File: src/acalu_pkg.sv
// ----------------------------------------------------------------------------
// acalu_pkg
// Shared codes, types and saturating arithmetic helpers for the accumulator
// ALU with undo.
// ----------------------------------------------------------------------------
`default_nettype none

package acalu_pkg;

    localparam int DEF_HISTORY_DEPTH = 64;
    localparam int DEF_FRAC_BITS     = 32;

    // Request codes on the input port.
    localparam logic [2:0] REQ_ADD  = 3'd0;
    localparam logic [2:0] REQ_SUB  = 3'd1;
    localparam logic [2:0] REQ_MUL  = 3'd2;
    localparam logic [2:0] REQ_DIV  = 3'd3;
    localparam logic [2:0] REQ_UNDO = 3'd4;

    // Classified operations between the front and the back.
    localparam logic [2:0] OP_ADD  = 3'd0;
    localparam logic [2:0] OP_SUB  = 3'd1;
    localparam logic [2:0] OP_MUL  = 3'd2;
    localparam logic [2:0] OP_DIV  = 3'd3;
    localparam logic [2:0] OP_UNDO = 3'd4;
    localparam logic [2:0] OP_DIVZ = 3'd5;
    localparam logic [2:0] OP_NOP  = 3'd6;

    // Status codes on the result port.
    localparam logic [1:0] ST_OK        = 2'd0;
    localparam logic [1:0] ST_DIV_ZERO  = 2'd1;
    localparam logic [1:0] ST_NO_UNDO   = 2'd2;

    localparam logic [63:0] SMAX = 64'h7FFF_FFFF_FFFF_FFFF;
    localparam logic [63:0] SMIN = 64'h8000_0000_0000_0000;

    typedef struct packed {
        logic [2:0]  op;
        logic [63:0] opd;
    } t_item;

    function automatic logic [63:0] mag64(input logic [63:0] v);
        return v[63] ? (64'd0 - v) : v;
    endfunction

    // Saturated signed value from a sign and an unsigned magnitude.
    function automatic logic [63:0] sat_mag(input logic neg, input logic [127:0] m);
        logic [63:0] r;
        if (neg) begin
            r = (m > {64'd0, SMIN}) ? SMIN : (64'd0 - m[63:0]);
        end else begin
            r = (m > {64'd0, SMAX}) ? SMAX : m[63:0];
        end
        return r;
    endfunction

    function automatic logic [63:0] sat_add(input logic [63:0] a, input logic [63:0] b);
        logic [63:0] r;
        r = a + b;
        if (a[63] == b[63] && r[63] != a[63]) begin
            r = a[63] ? SMIN : SMAX;
        end
        return r;
    endfunction

    function automatic logic [63:0] sat_sub(input logic [63:0] a, input logic [63:0] b);
        logic [63:0] r;
        r = a - b;
        if (a[63] != b[63] && r[63] != a[63]) begin
            r = a[63] ? SMIN : SMAX;
        end
        return r;
    endfunction

endpackage

`default_nettype wire

File: src/acalu_front.sv
// ----------------------------------------------------------------------------
// acalu_front
// Accepts request words, classifies them and holds them in a two-entry queue
// for the execution back end.
// ----------------------------------------------------------------------------
`default_nettype none

module acalu_front (
    input  wire logic              i_clk,
    input  wire logic              i_rst_n,
    input  wire logic              i_push,
    output logic                   o_full,
    input  wire logic [2:0]        i_req_type,
    input  wire logic [63:0]       i_operand_value,
    output logic                   o_item_valid,
    output acalu_pkg::t_item       o_item,
    input  wire logic              i_item_pop
);
    import acalu_pkg::*;

    t_item       r_q [2];
    logic        r_wr_ptr;
    logic        r_rd_ptr;
    logic [1:0]  r_count;
    logic        accept;
    t_item       cls;

    assign o_full       = (r_count == 2'd2);
    assign accept       = i_push && !o_full;
    assign o_item_valid = (r_count != 2'd0);
    assign o_item       = r_q[r_rd_ptr];

    always_comb begin
        cls.opd = i_operand_value;
        case (i_req_type)
            REQ_ADD:  cls.op = OP_ADD;
            REQ_SUB:  cls.op = OP_SUB;
            REQ_MUL:  cls.op = OP_MUL;
            REQ_DIV:  cls.op = (i_operand_value == 64'd0) ? OP_DIVZ : OP_DIV;
            REQ_UNDO: cls.op = OP_UNDO;
            default:  cls.op = OP_NOP;
        endcase
    end

    always_ff @(posedge i_clk) begin
        if (accept) begin
            r_q[r_wr_ptr] <= cls;
        end
    end

    always_ff @(posedge i_clk) begin
        if (!i_rst_n) begin
            r_wr_ptr <= 1'b0;
            r_rd_ptr <= 1'b0;
            r_count  <= 2'd0;
        end else begin
            if (accept) begin
                r_wr_ptr <= !r_wr_ptr;
            end
            if (i_item_pop) begin
                r_rd_ptr <= !r_rd_ptr;
            end
            r_count <= r_count + {1'b0, accept} - {1'b0, i_item_pop};
        end
    end

endmodule

`default_nettype wire

File: config.mk
export PLATFORM = sky130hd
export DESIGN_NAME = acalu_front
export DESIGN_NICKNAME = d
export VERILOG_FILES = /design/src/acalu_pkg.sv /design/src/acalu_front.sv
export SDC_FILE = /design/constraint.sdc
export NUM_CORES = 1
export LEC_CHECK = 0
export BUFFER_PORTS_ARGS = -buffer_cell sky130_fd_sc_hd__buf_4
export CORE_ASPECT_RATIO = 2
export CORE_UTILIZATION = 45
export CTS_CLUSTER_DIAMETER = 80
export DETAILED_ROUTE_END_ITERATION = 10
export GPL_TIMING_DRIVEN = 0
export PLACE_DENSITY = 0.82
export SKIP_LAST_GASP = 1
export SYNTH_ARGS = -nofsm -noshare
export SYNTH_HDL_FRONTEND = slang
export SYNTH_SLANG_ARGS = --single-unit
File: constraint.sdc
create_clock -name i_clk -period 4.3 [get_ports i_clk]
set_input_delay 0.215 -clock i_clk [delete_from_list [all_inputs] [get_ports i_clk]]
set_output_delay 0.215 -clock i_clk [all_outputs]
set_load 0.03 [all_outputs]
# Word level (Yosys, flattened, before mapping)
# Memory sizes are Yosys's and may differ from the RTL's. A register that Yosys moved wholly into a read port is not among the register bits.
# Cells that the tools add are included.
[word_totals]
out_inout_bits = 69
in_bits = 71
ramBits = 134
mem_count = 1
regBits = 4
[memory_table]
columns = ["name", "words", "width", "read_ports", "rd_clocked_by_memory_dff", "write_ports", "line", "source"]
rows = [
  ["r_q", 2, 67, 1, 1, 1, "acalu_front.sv:21", "t_item r_q [2];"],
]
[op_classes]
add_sub_neg = 2
mux = 6
n_eq_ne = 5
reduce_logical = 7
[ops]
columns = ["cell", "count"]
rows = [
  ["$logic_not A64 Y1", 1],
  ["$pmux W3 S5", 1],
  ["$eq A3 B2 Y1 const B", 2],
  ["$mux W1", 4],
  ["$eq A3 B1 Y1 const B", 1],
  ["$eq A3 B3 Y1 const B", 1],
  ["$logic_not A1 Y1", 3],
  ["$logic_not A3 Y1", 1],
  ["$mux W3", 1],
  ["$add A2 B1 Y2", 1],
  ["$eq A2 B2 Y1 const B", 1],
  ["$reduce_bool A2 Y1", 1],
  ["$sub A2 B1 Y2", 1],
  ["$logic_and A1 B1 Y1", 1],
]

# Logic depth before layout (Yosys ltp)
# Gate-level depths: netlist (run 1).
[depth]
depth_word = 5
ltp_mapped = 8
depth_no_buf = 8

# Worst setup path before layout (run 1)
# OpenSTA, ideal clock, no wires.
[synth_path]
path_kind = "flip-flop to flip-flop"
startpoint = "register r_count[0]"
endpoint = "memory r_q[0][0] (netlist bit), enable pin"
path_buffers = 0
t_arrival_ns = 3.356
stages_incl_launch_ff = 4
period_less_slack_ns = 3.848
slack_ns = 0.452
cell_sequence = "dfxtp_1 > nand2b_1 > nand2_1 > nor2_1"
[synth_via]
elab_chain_cells = 5
[synth_rtl]
columns = ["item", "line", "source"]
rows = [
  ["from (decl)", "acalu_front.sv:24", "logic [1:0] r_count;"],
  ["from (signal assigned)", "acalu_front.sv:63", "r_count <= r_count + {1'b0, accept} - {1'b0, i_item_pop};"],
  ["$eq A2 B2 Y1", "acalu_front.sv:28", "assign o_full = (r_count == 2'd2);"],
  ["$logic_not A1 Y1", "acalu_front.sv:29", "assign accept = i_push && !o_full;"],
  ["$logic_and A1 B1 Y1", "acalu_front.sv:29", ""],
  ["$mux W1", "acalu_front.sv:46", "if (accept) begin"],
  ["$mux W1 (not written as such)", "acalu_front.sv:47", "r_q[r_wr_ptr] <= cls;"],
  ["to (decl)", "acalu_front.sv:21", ""],
]
# No other way between the ends.

==> results of run 1 <==
==> power breakdown <==
group | total [W] | switching [W] | internal [W]
registers | 0.00179 | 0.0000562 | 0.00174
clock network | 0.00136 | 0.000515 | 0.000844
logic | 0.000985 | 0.000584 | 0.000401
total | 0.00414 | 0.00116 | 0.00298
==> per-stage QoR <==
step | cell area [µm²] | cells | setup TNS (ns)
floorplan | 5210 | 256 | 0
global placement | 6430 | 537 | -66.32
detailed placement | 6490 | 539 | 0
CTS | 7540 | 620 | 0
global route | 7550 | 621 | 0
finish | 7550 | 621 | 0
==> flip-flops by register name (all words and copies together), names as in the netlist, named ones only <==
register,cells
r_q,134
r_rd_ptr,1
r_count,2
r_wr_ptr,1
==> cell usage after synthesis, drive strengths merged <==
cell and number:
dfxtp 5, a21oi 2, xnor2 3, xor2 1
a31o 1, nand2b 1, nor2b 1, nand4 4
nand2 1, buf 7, and3 1, ha 2
inv 2, nor4 17, or2 1, mux2 67
edfxtp 134, and2 5, nor2 1
==> logic make-up after synthesis <==
logic type | after synthesis | share of synthesized area
AO/OA/AOI/OAI | 3 | 0.00360
AND/OR/NAND/NOR | 32 | 0.0399
buffers and inverters | 9 | 0.00817
adder cells (fa/ha/maj) | 2 | 0.00480
XOR/XNOR | 4 | 0.00673
multiplexers | 67 | 0.145
flip-flops | 139 | 0.792
==> final cells by class <==
class,instances,area share
Buffer,7,0.00464
Clock buffer,18,0.0569
Clock inverter,14,0.0172
Inverter,2,0.000995
Multi-Input combinational cell,108,0.140
Sequential cell,139,0.546
Tap cell,142,0.0235
Timing Repair Buffer,191,0.211
==> final timing paths <==
path                                          start         end  slack (ns)  cells past startpoint
worst max-delay path                           flop  o_item[65]        2.17                      4
worst min-delay path            i_operand_value[40]  r_q[0][40]        0.02                      1
worst max register to register           r_count[0]  r_q[0][25]        2.45                      4
worst min register to register             r_rd_ptr    r_rd_ptr        0.58                      2
==> metal layers <==
metal | wire length [µm] | vias to the layer above | track usage
met4 | 405 | 0 | 0.123
li1 | - | 1453 | -
met5 | 0 | - | 0
met2 | 7180 | 104 | 0.410
met3 | 459 | 26 | 0.0409
met1 | 3980 | 1523 | 0.200
==> timing repair <==
action	4_1_cts	5_1_grt
hold endpoints to repair	95	2
hold buffers	49	1
endpoints found under the setup margin	0	0
resized for setup	0	0
==> impl_results.md, run 1 <==
- Post-synthesis sequential area ratio: 0.792
- Top-area cell type share of the netlist area: 0.773
- Slew HR: 0.368
- Total of max-cap violations: 0
- Nature of the critical path startpoint: flop
- CTS H-tree depth: 4
- Arr. time, crit path: 1.92 ns
- WHS: 0.0191 ns
- Core Util, Final: 0.669
- Die Ht: 154 µm
- Initial Util: 0.461
- Final Hold Viols: 0
- Via count: 3106
- DRT iter0 DRCs: 90
- Pleak: 2.84 nW
- Achievable Freq: 469 MHz
- DRT Wirelength: 12000 µm
- Most common cell after layout, fill and taps aside: buf_4
- Core area: 11300 µm²
- Post-route ant nets: 0
- # DRC: 0
- Tcrit/Tclk final: 0.496
- Post-CTS setup buffers: 0
- TritonCTS clock tree: built
- Num CTS Buffers: 17
- Setup ws final: 2.17 ns
- DRT Pass-1 Iters: 4
- Multi-input gate area: 1050 µm²
- Root buffer cell: clkbuf_16
- Synth top area cells: edfxtp_1 (77%), mux2_2 (14%), dfxtp_1 (1.9%)
- Outcome: completed
- YS warnings: 0
- Largest net degree at the start of global routing: 68
- Post-Syn Area: 5210 µm²
- Clock sinks: 139
- Max Clock Skew: 0.00578 ns
- Worst path bufs/invs: 3
- Vias in the first global route: 3582
- Worst Path Required: 4.09 ns
- Port buffer count: 139
- GRT Total Usage: 0.213
- Row count: 55
- Synth Register Bits: 139
- RSZ-0062 raised after global routing: no
- Initial antenna violation count: 0
- Worst VDD drop: 0.410 mV
- Post-Syn Instances: 256
- Largest stage delay on the critical path: 0.38 ns
- Area Growth Syn to Fin: 45.0%
- CTS max path bufs: 2
- DR WL/cell: 19.4 µm
- Post-synth cell types: 20
- Avg Synthesized Cell Area: 20.3 µm²
- CP Class: flop to output port
- Clk Latency, worst-skew pair: 0.40 ns
- Die span in x: 78.1 µm
- Total power: 0.00414 W
- Seq. cell area: 4120 µm²
- Yosys top cell by area: edfxtp_1
- ANT cells: 0
- # nets final: 539
- Worst slew pin tran: 0.948 ns
- I/O pin cnt: 140
- Commonest non-fill, non-tap cells in the layout: buf_4 (139), edfxtp_1 (134), mux2_2 (67), dlygate4sd3_1 (50), clkbuf_16 (17)
- Worst path most repeated cell: buf_2
- Layout cell share with drive strength beyond 1: 0.516
- Min-Delay Path Class: input port to flop
- HPWL after DPL: 7870 µm
- Crit path max-delay family: buffers and inverters
- Worst slack, placed: 2.43 ns
- Syn nets: 329
- Final Wtd Congestion: 0.756
- Die ar.: 12000 µm²
- Worst-path cell chain: buf_2, buf_2, mux2_2, buf_4
- Highest-delay cell along the critical path: mux2_2
- Grt ovf: 0
- Setup-failing EPs final: 0
- Clk slew on worst S/H paths: 0.06 ns
- CP endpoint kind: output port
- Fin. max-slew vios: 0
- First-pass GRT wire length: 18600 µm
- P per Cell Area: 548 nW/µm²
- Max FO, Critical Path: 10
- Via density: 5.00
- # fillers: 810
- Final critical-path required period: 2.13 ns
Note: power is estimated with default switching activity, not from simulation.
==> run 2: changes to the inputs <==
Settings changed: ABC_AREA set to 1.
Clock period 4.3 ns to 2.19 ns, I/O delays scaled along.
==> run 2 against run 1 <==
Compared with the run above: worst hold slack better by 0.0032 ns; power grew 87%; first-iteration DRC count is 20% higher; synthesized cell count rose by 20%; routed wire length up 1.2%; clock skew rose by 0.0055 ns; non-clock buffer count rose by 18; critical path type is now flop to flop; highest routed layer unchanged.
==> impl_results.md, run 2 <==
- Outcome: completed
- Fraction of registers with async set/reset: 0
- Synth top area cells: edfxtp_1 (74%), mux2_4 (8.3%), mux2_2 (7.7%)
- # DRC: 0
- HPWL after DPL: 7800 µm
- Root buffer cell: clkbuf_16
- Multi-input gate area: 1260 µm²
- Num CTS Buffers: 17
- Syn nets: 380
- Worst VDD drop: 0.769 mV
- Final Hold Viols: 0
- Top_reg_cell synth: edfxtp_1
- Post-synth cell types: 18
- Pleak: 3.15 nW
- Sw Ratio: 0.253
- Final non-filler cell area: 8070 µm²
- Clock network power share: 0.386
- Die Ht: 158 µm
- Largest net degree at the start of global routing: 34
- Via density: 4.91
- Most common cell after layout, fill and taps aside: buf_4
- Post-Syn Instances: 307
- Clk Latency, worst-skew pair: 0.41 ns
- Worst r2r src: r_count[0]
- DRT Pass-1 Iters: 4
- Synth Register Bits: 139
- Int Pwr: 0.00577 W
- Post-Syn Area: 5450 µm²
- Worst slew pin tran: 0.541 ns
- Initial antenna violation count: 0
- Min-Delay Path Class: input port to flop
- Synth top cells by count: edfxtp_1 (134), nor2_1 (49), mux2_2 (37), mux2_4 (30), nand2_1 (28)
- Final critical-path required period: 1.86 ns
- Vias in the first global route: 3823
- First-pass GRT wire length: 18400 µm
- Row count: 56
- Clk slew on worst S/H paths: 0.06 ns
- GRT Total Usage: 0.203
- Area Growth Syn to Fin: 48.1%
- Post-synthesis sequential area ratio: 0.757
- DRT iter0 DRCs: 108
- Crit path launch: r_count[0]
- DR WL/cell: 17.5 µm
- CTS H-tree depth: 4
- Port buffer count: 139
- Part of the power in registers: 0.426
- RSZ-0062 raised after global routing: no
- Max Clock Skew: 0.0113 ns
- DP Area: 6780 µm²
- Worst flop-to-flop path endpoint: r_q[0][66]
- Die ar.: 12600 µm²
- DRT Wirelength: 12200 µm
- Max FO, Critical Path: 33
- Grt ovf: 0
- # fillers: 790
- Setup-failing EPs final: 0
- Tcrit/Tclk final: 0.849
- # nets final: 608
- Total of max-cap violations: 0
- I/O pin cnt: 140
- Layout cell share with drive strength beyond 1: 0.460
- Commonest non-fill, non-tap cells in the layout: buf_4 (140), edfxtp_1 (134), dlygate4sd3_1 (66), nor2_1 (47), mux2_2 (37)
- P per Cell Area: 957 nW/µm²
- Leading registers by flop count: r_q (134), r_count (2)
- Proportion of power drawn by combinational gates: 0.188
- Die span in x: 79.8 µm
- Arr. time, crit path: 1.95 ns
- CTS max path bufs: 2
- Hold path depth: 3
- Biggest register: r_q
- Number of flops mapped to enable cells by yosys: 134
- Post-route ant nets: 0
- Worst Path Required: 2.28 ns
- P_sw: 0.00195 W
- Nature of the critical path startpoint: flop
- Seq. cell area: 4120 µm²
- CTS resizes: 0
- YS warnings: 0
- CP Class: flop to flop
- Final Wtd Congestion: 0.751
- Via count: 3411
- WHS: 0.0223 ns
- Yosys top cell by area: edfxtp_1
- Crit path capture: r_q[0][66]
- Fin. max-slew vios: 0
- CP endpoint kind: flop
- Reg2reg path depth: 4
- Slew HR: 0.639
- Top-count cell post-synth: edfxtp_1
- TritonCTS clock tree: built
- Initial Util: 0.463
- Min-delay src: i_req_type[2]
- Reg2Reg Setup Slack: 0.33 ns
- Achievable Freq: 538 MHz
- Clock sinks: 139
- Avg Synthesized Cell Area: 17.7 µm²
- Max reg flops: 134
- Top-area cell type share of the netlist area: 0.739
- Core area: 11800 µm²
run 2: cells by family (layout without fill, tap and decap cells):
logic type,Yosys count,in the layout,synth area share
XOR/XNOR,1,1,0.00161
multiplexers,68,68,0.161
AO/OA/AOI/OAI,5,5,0.00529
buffers and inverters,13,254,0.0145
flip-flops,139,139,0.757
AND/OR/NAND/NOR,79,79,0.0556
other,0,1,0
adder cells (fa/ha/maj),2,2,0.00459
run 2: final cells by class:
| cell class | count | share of cell area |
|---|---|---|
| Inverter | 6 | 0.00279 |
| Tap cell | 145 | 0.0225 |
| Multi-Input combinational cell | 155 | 0.156 |
| Clock buffer | 17 | 0.0527 |
| Clock inverter | 15 | 0.0244 |
| Sequential cell | 139 | 0.511 |
| Antenna cell | 1 | 0.000310 |
| Buffer | 7 | 0.00698 |
| Timing Repair Buffer | 209 | 0.223 |
run 2: worst min path at each step:
stage | end | slack, ns
2_1_floorplan | r_count[0] | 0.20
3_3_place_gp | r_q[0][18] | 0.30
3_5_place_dp | r_q[0][7] | 0.31
4_1_cts | r_q[0][66] | 0.0009
5_1_grt | r_q[0][64] | 0.02
6_report | r_q[0][66] | 0.02
run 2: power by group through the flow:
stage               Sequential [W]  Clock (W)  Combinational [W]
floorplan                  0.00333          0           0.000794
global route               0.00330    0.00314            0.00153
detailed placement         0.00334          0            0.00135
finish                     0.00329    0.00298            0.00145
global placement           0.00334          0            0.00125
CTS                        0.00328    0.00301            0.00145
run 2: per-layer routing:
metal	GRT usage	part of all wire	up-vias	wire, µm
met2	0.398	0.60	99	7320
met4	0.111	0.030	0	365
li1	-	-	1594	-
met3	0.0406	0.032	25	394
met1	0.185	0.34	1693	4100
met5	0	0	-	0
run 2: through the flow:
step           setup WS, ns  std cells  total power [W]  setup TNS (ns)   util
6_report              0.332        694          0.00772               0  0.685
5_1_grt               0.224        693          0.00797               0  0.685
4_1_cts               0.323        693          0.00774               0  0.685
3_5_place_dp          0.363        595          0.00468               0  0.576
3_3_place_gp          -1.32        591          0.00459         -176.28  0.567
2_1_floorplan        -0.460        307          0.00412          -61.64      -
run 2: timing repair:
item                                   CTS  global route
buffers inserted                         0             0
endpoints found under the hold margin  133             0
hold buffers                            66             0
run 2: critical path, stage by stage (launching register included):
cell	delay [ns]
dfxtp_1	0.42
o21ai_2	0.17
nor2_4	0.45
buf_16	0.24
buf_12	0.22
==> run 3: changes to the inputs <==
Settings changed: ABC_AREA 1 to 0, PLACE_DENSITY 0.82 to 0.85.
Clock period 2.19 ns to 1.6 ns, I/O delays scaled along.
==> run 3 against run 2 <==
Compared with the run above: the run now ends with setup timing left; largest cell class unchanged; worst hold slack improved by 0.021 ns; critical path depth stayed put; critical path type is now flop to output port; sequential power increased by 47%; final area up 4.4%; setup slack worse by 0.40 ns; die area decreased by 4.3%; combinational power grew 120%.
==> impl_results.md, run 3 (synthesis gave the netlist of run 1 again) <==
- Initial Util: 0.461
- Worst VDD drop: 1.06 mV
- Via density: 5.17
- Row count: 55
- Worst slew pin tran: 0.517 ns
- Max Clock Skew: 0.00914 ns
- TritonCTS clock tree: built
- Min-Delay Path Class: input port to flop
- Num CTS Buffers: 17
- DRT Wirelength: 13900 µm
- Worst Path Required: 1.52 ns
- Setup_tns: -1.62 ns
- Arr. time, crit path: 1.59 ns
- DRT Pass-1 Iters: 4
- CTS H-tree depth: 4
- Total power: 0.0122 W
- Pleak: 3.19 nW
- I/O pin cnt: 140
- Port buffer count: 139
- Achievable Freq: 601 MHz
- Worst slack, placed: -0.145 ns
- Final non-filler cell area: 8420 µm²
- Max reg flops: 134
- GRT Total Usage: 0.222
- Post-route ant nets: 0
- Setup ws final: -0.0650 ns
- Clock sinks: 139
- Placed cells: 539
- CP endpoint kind: output port
- Largest net degree at the start of global routing: 35
- Area Growth Syn to Fin: 61.7%
- Clk slew on worst S/H paths: 0.06 ns
- Die Ht: 154 µm
- Nature of the critical path startpoint: flop
- Commonest non-fill, non-tap cells in the layout: edfxtp_1 (134), buf_4 (100), dlygate4sd3_1 (67), buf_6 (40), mux2_4 (34)
- Final Hold Viols: 0
- DR WL/cell: 21.6 µm
- Most common cell after layout, fill and taps aside: edfxtp_1
- Die span in x: 78.1 µm
- Initial antenna violation count: 0
- Violated checks: setup timing
- # nets final: 561
- DP Area: 6500 µm²
- Root buffer cell: clkbuf_16
- Fin. max-slew vios: 0
- First-pass GRT wire length: 19000 µm
- CTS max path bufs: 2
- Clk Latency, worst-skew pair: 0.42 ns
- Biggest register: r_q
- Vias in the first global route: 3652
- Final Wtd Congestion: 0.762
- P per Cell Area: 1450 nW/µm²
- Die ar.: 12000 µm²
- ANT cells: 0
- Tcrit/Tclk final: 1.04
- HPWL after DPL: 7820 µm
- DRT iter0 DRCs: 120
- Slew HR: 0.655
- CP Class: flop to output port
- Grt ovf: 0
- Fin cells: 643
- Max FO, Critical Path: 5
- Leading registers by flop count: r_q (134), r_count (2)
- Outcome: finished with violations
- Final critical-path required period: 1.67 ns
- Core area: 11300 µm²
- Layout cell share with drive strength beyond 1: 0.541
- # DRC: 0
- RSZ-0062 raised after global routing: yes
- Setup-failing EPs final: 54
- Total of max-cap violations: 0
- Via count: 3323
-- run 3: changes by cell type in the layout (fill, tap and decap cells not counted), moves of 5 or more --
| cell | change |
|---|---|
| and2_1 | +5 |
| buf_4 | -40 |
| buf_6 | +37 |
| inv_1 | -5 |
| nand2_1 | -28 |
| nor2_1 | -47 |
| nor4_1 | +6 |
| nor4_4 | +7 |
-- run 3: power breakdown --
group          internal (W)  switching [W]  leakage, nW  total (W)
combinational       0.00150        0.00176         1.62    0.00326
clock               0.00262        0.00147        0.286    0.00409
sequential          0.00466       0.000181         1.29    0.00484
total               0.00878        0.00341         3.19     0.0122
-- run 3: layer usage --
metal,GRT usage,share of wire,vias to the layer above
li1,-,-,1500
met1,0.210,0.33,1672
met2,0.415,0.60,115
met3,0.0611,0.034,36
met4,0.127,0.038,0
met5,0,0,-
-- run 3: final cells by class --
| cell class | count | area, µm² |
|---|---|---|
| plain buffers | 7 | 109 |
| clock buffers | 19 | 433 |
| clock inverters | 13 | 193 |
| fillers | 665 | 2870 |
| inverters | 2 | 7.51 |
| multi-input cells | 109 | 1360 |
| flip-flops and latches | 139 | 4130 |
| well taps | 142 | 178 |
| repair buffers | 212 | 2010 |
-- run 3: worst paths after layout --
kind,endpoint,from,slack (ns),depth (start not counted)
worst min register to register,flop,r_rd_ptr,0.59,2
worst max-delay path,o_item[0],flop,-0.07,4
worst min-delay path,r_q[0][66],i_req_type[0],0.04,2
worst max register to register,r_count[1],r_count[0],0.05,8
-- run 3: critical path, cell delays in order (launching register included) --
cell       delay [ns]
dfxtp_4          0.41
clkbuf_16        0.17
buf_6            0.11
mux2_2           0.34
buf_6            0.14
-- run 3: metrics by stage --
| stage | hold slack [ns] | utilization |
|---|---|---|
| floorplan | 0.179 | - |
| global placement | 0.274 | 0.572 |
| detailed placement | 0.279 | 0.576 |
| CTS | 0.0138 | 0.699 |
| global route | 0.0140 | 0.746 |
| finish | 0.0429 | 0.746 |
-- run 3: what timing repair did --
action / CTS / global route
gates resized for setup: 12 / 110
hold endpoints to repair: 137 / 0
endpoints found under the setup margin: 186 / 71
hold buffers: 68 / 0
pin swaps: 2 / 9
setup buffers: 4 / 3
gates cloned: 1 / 4
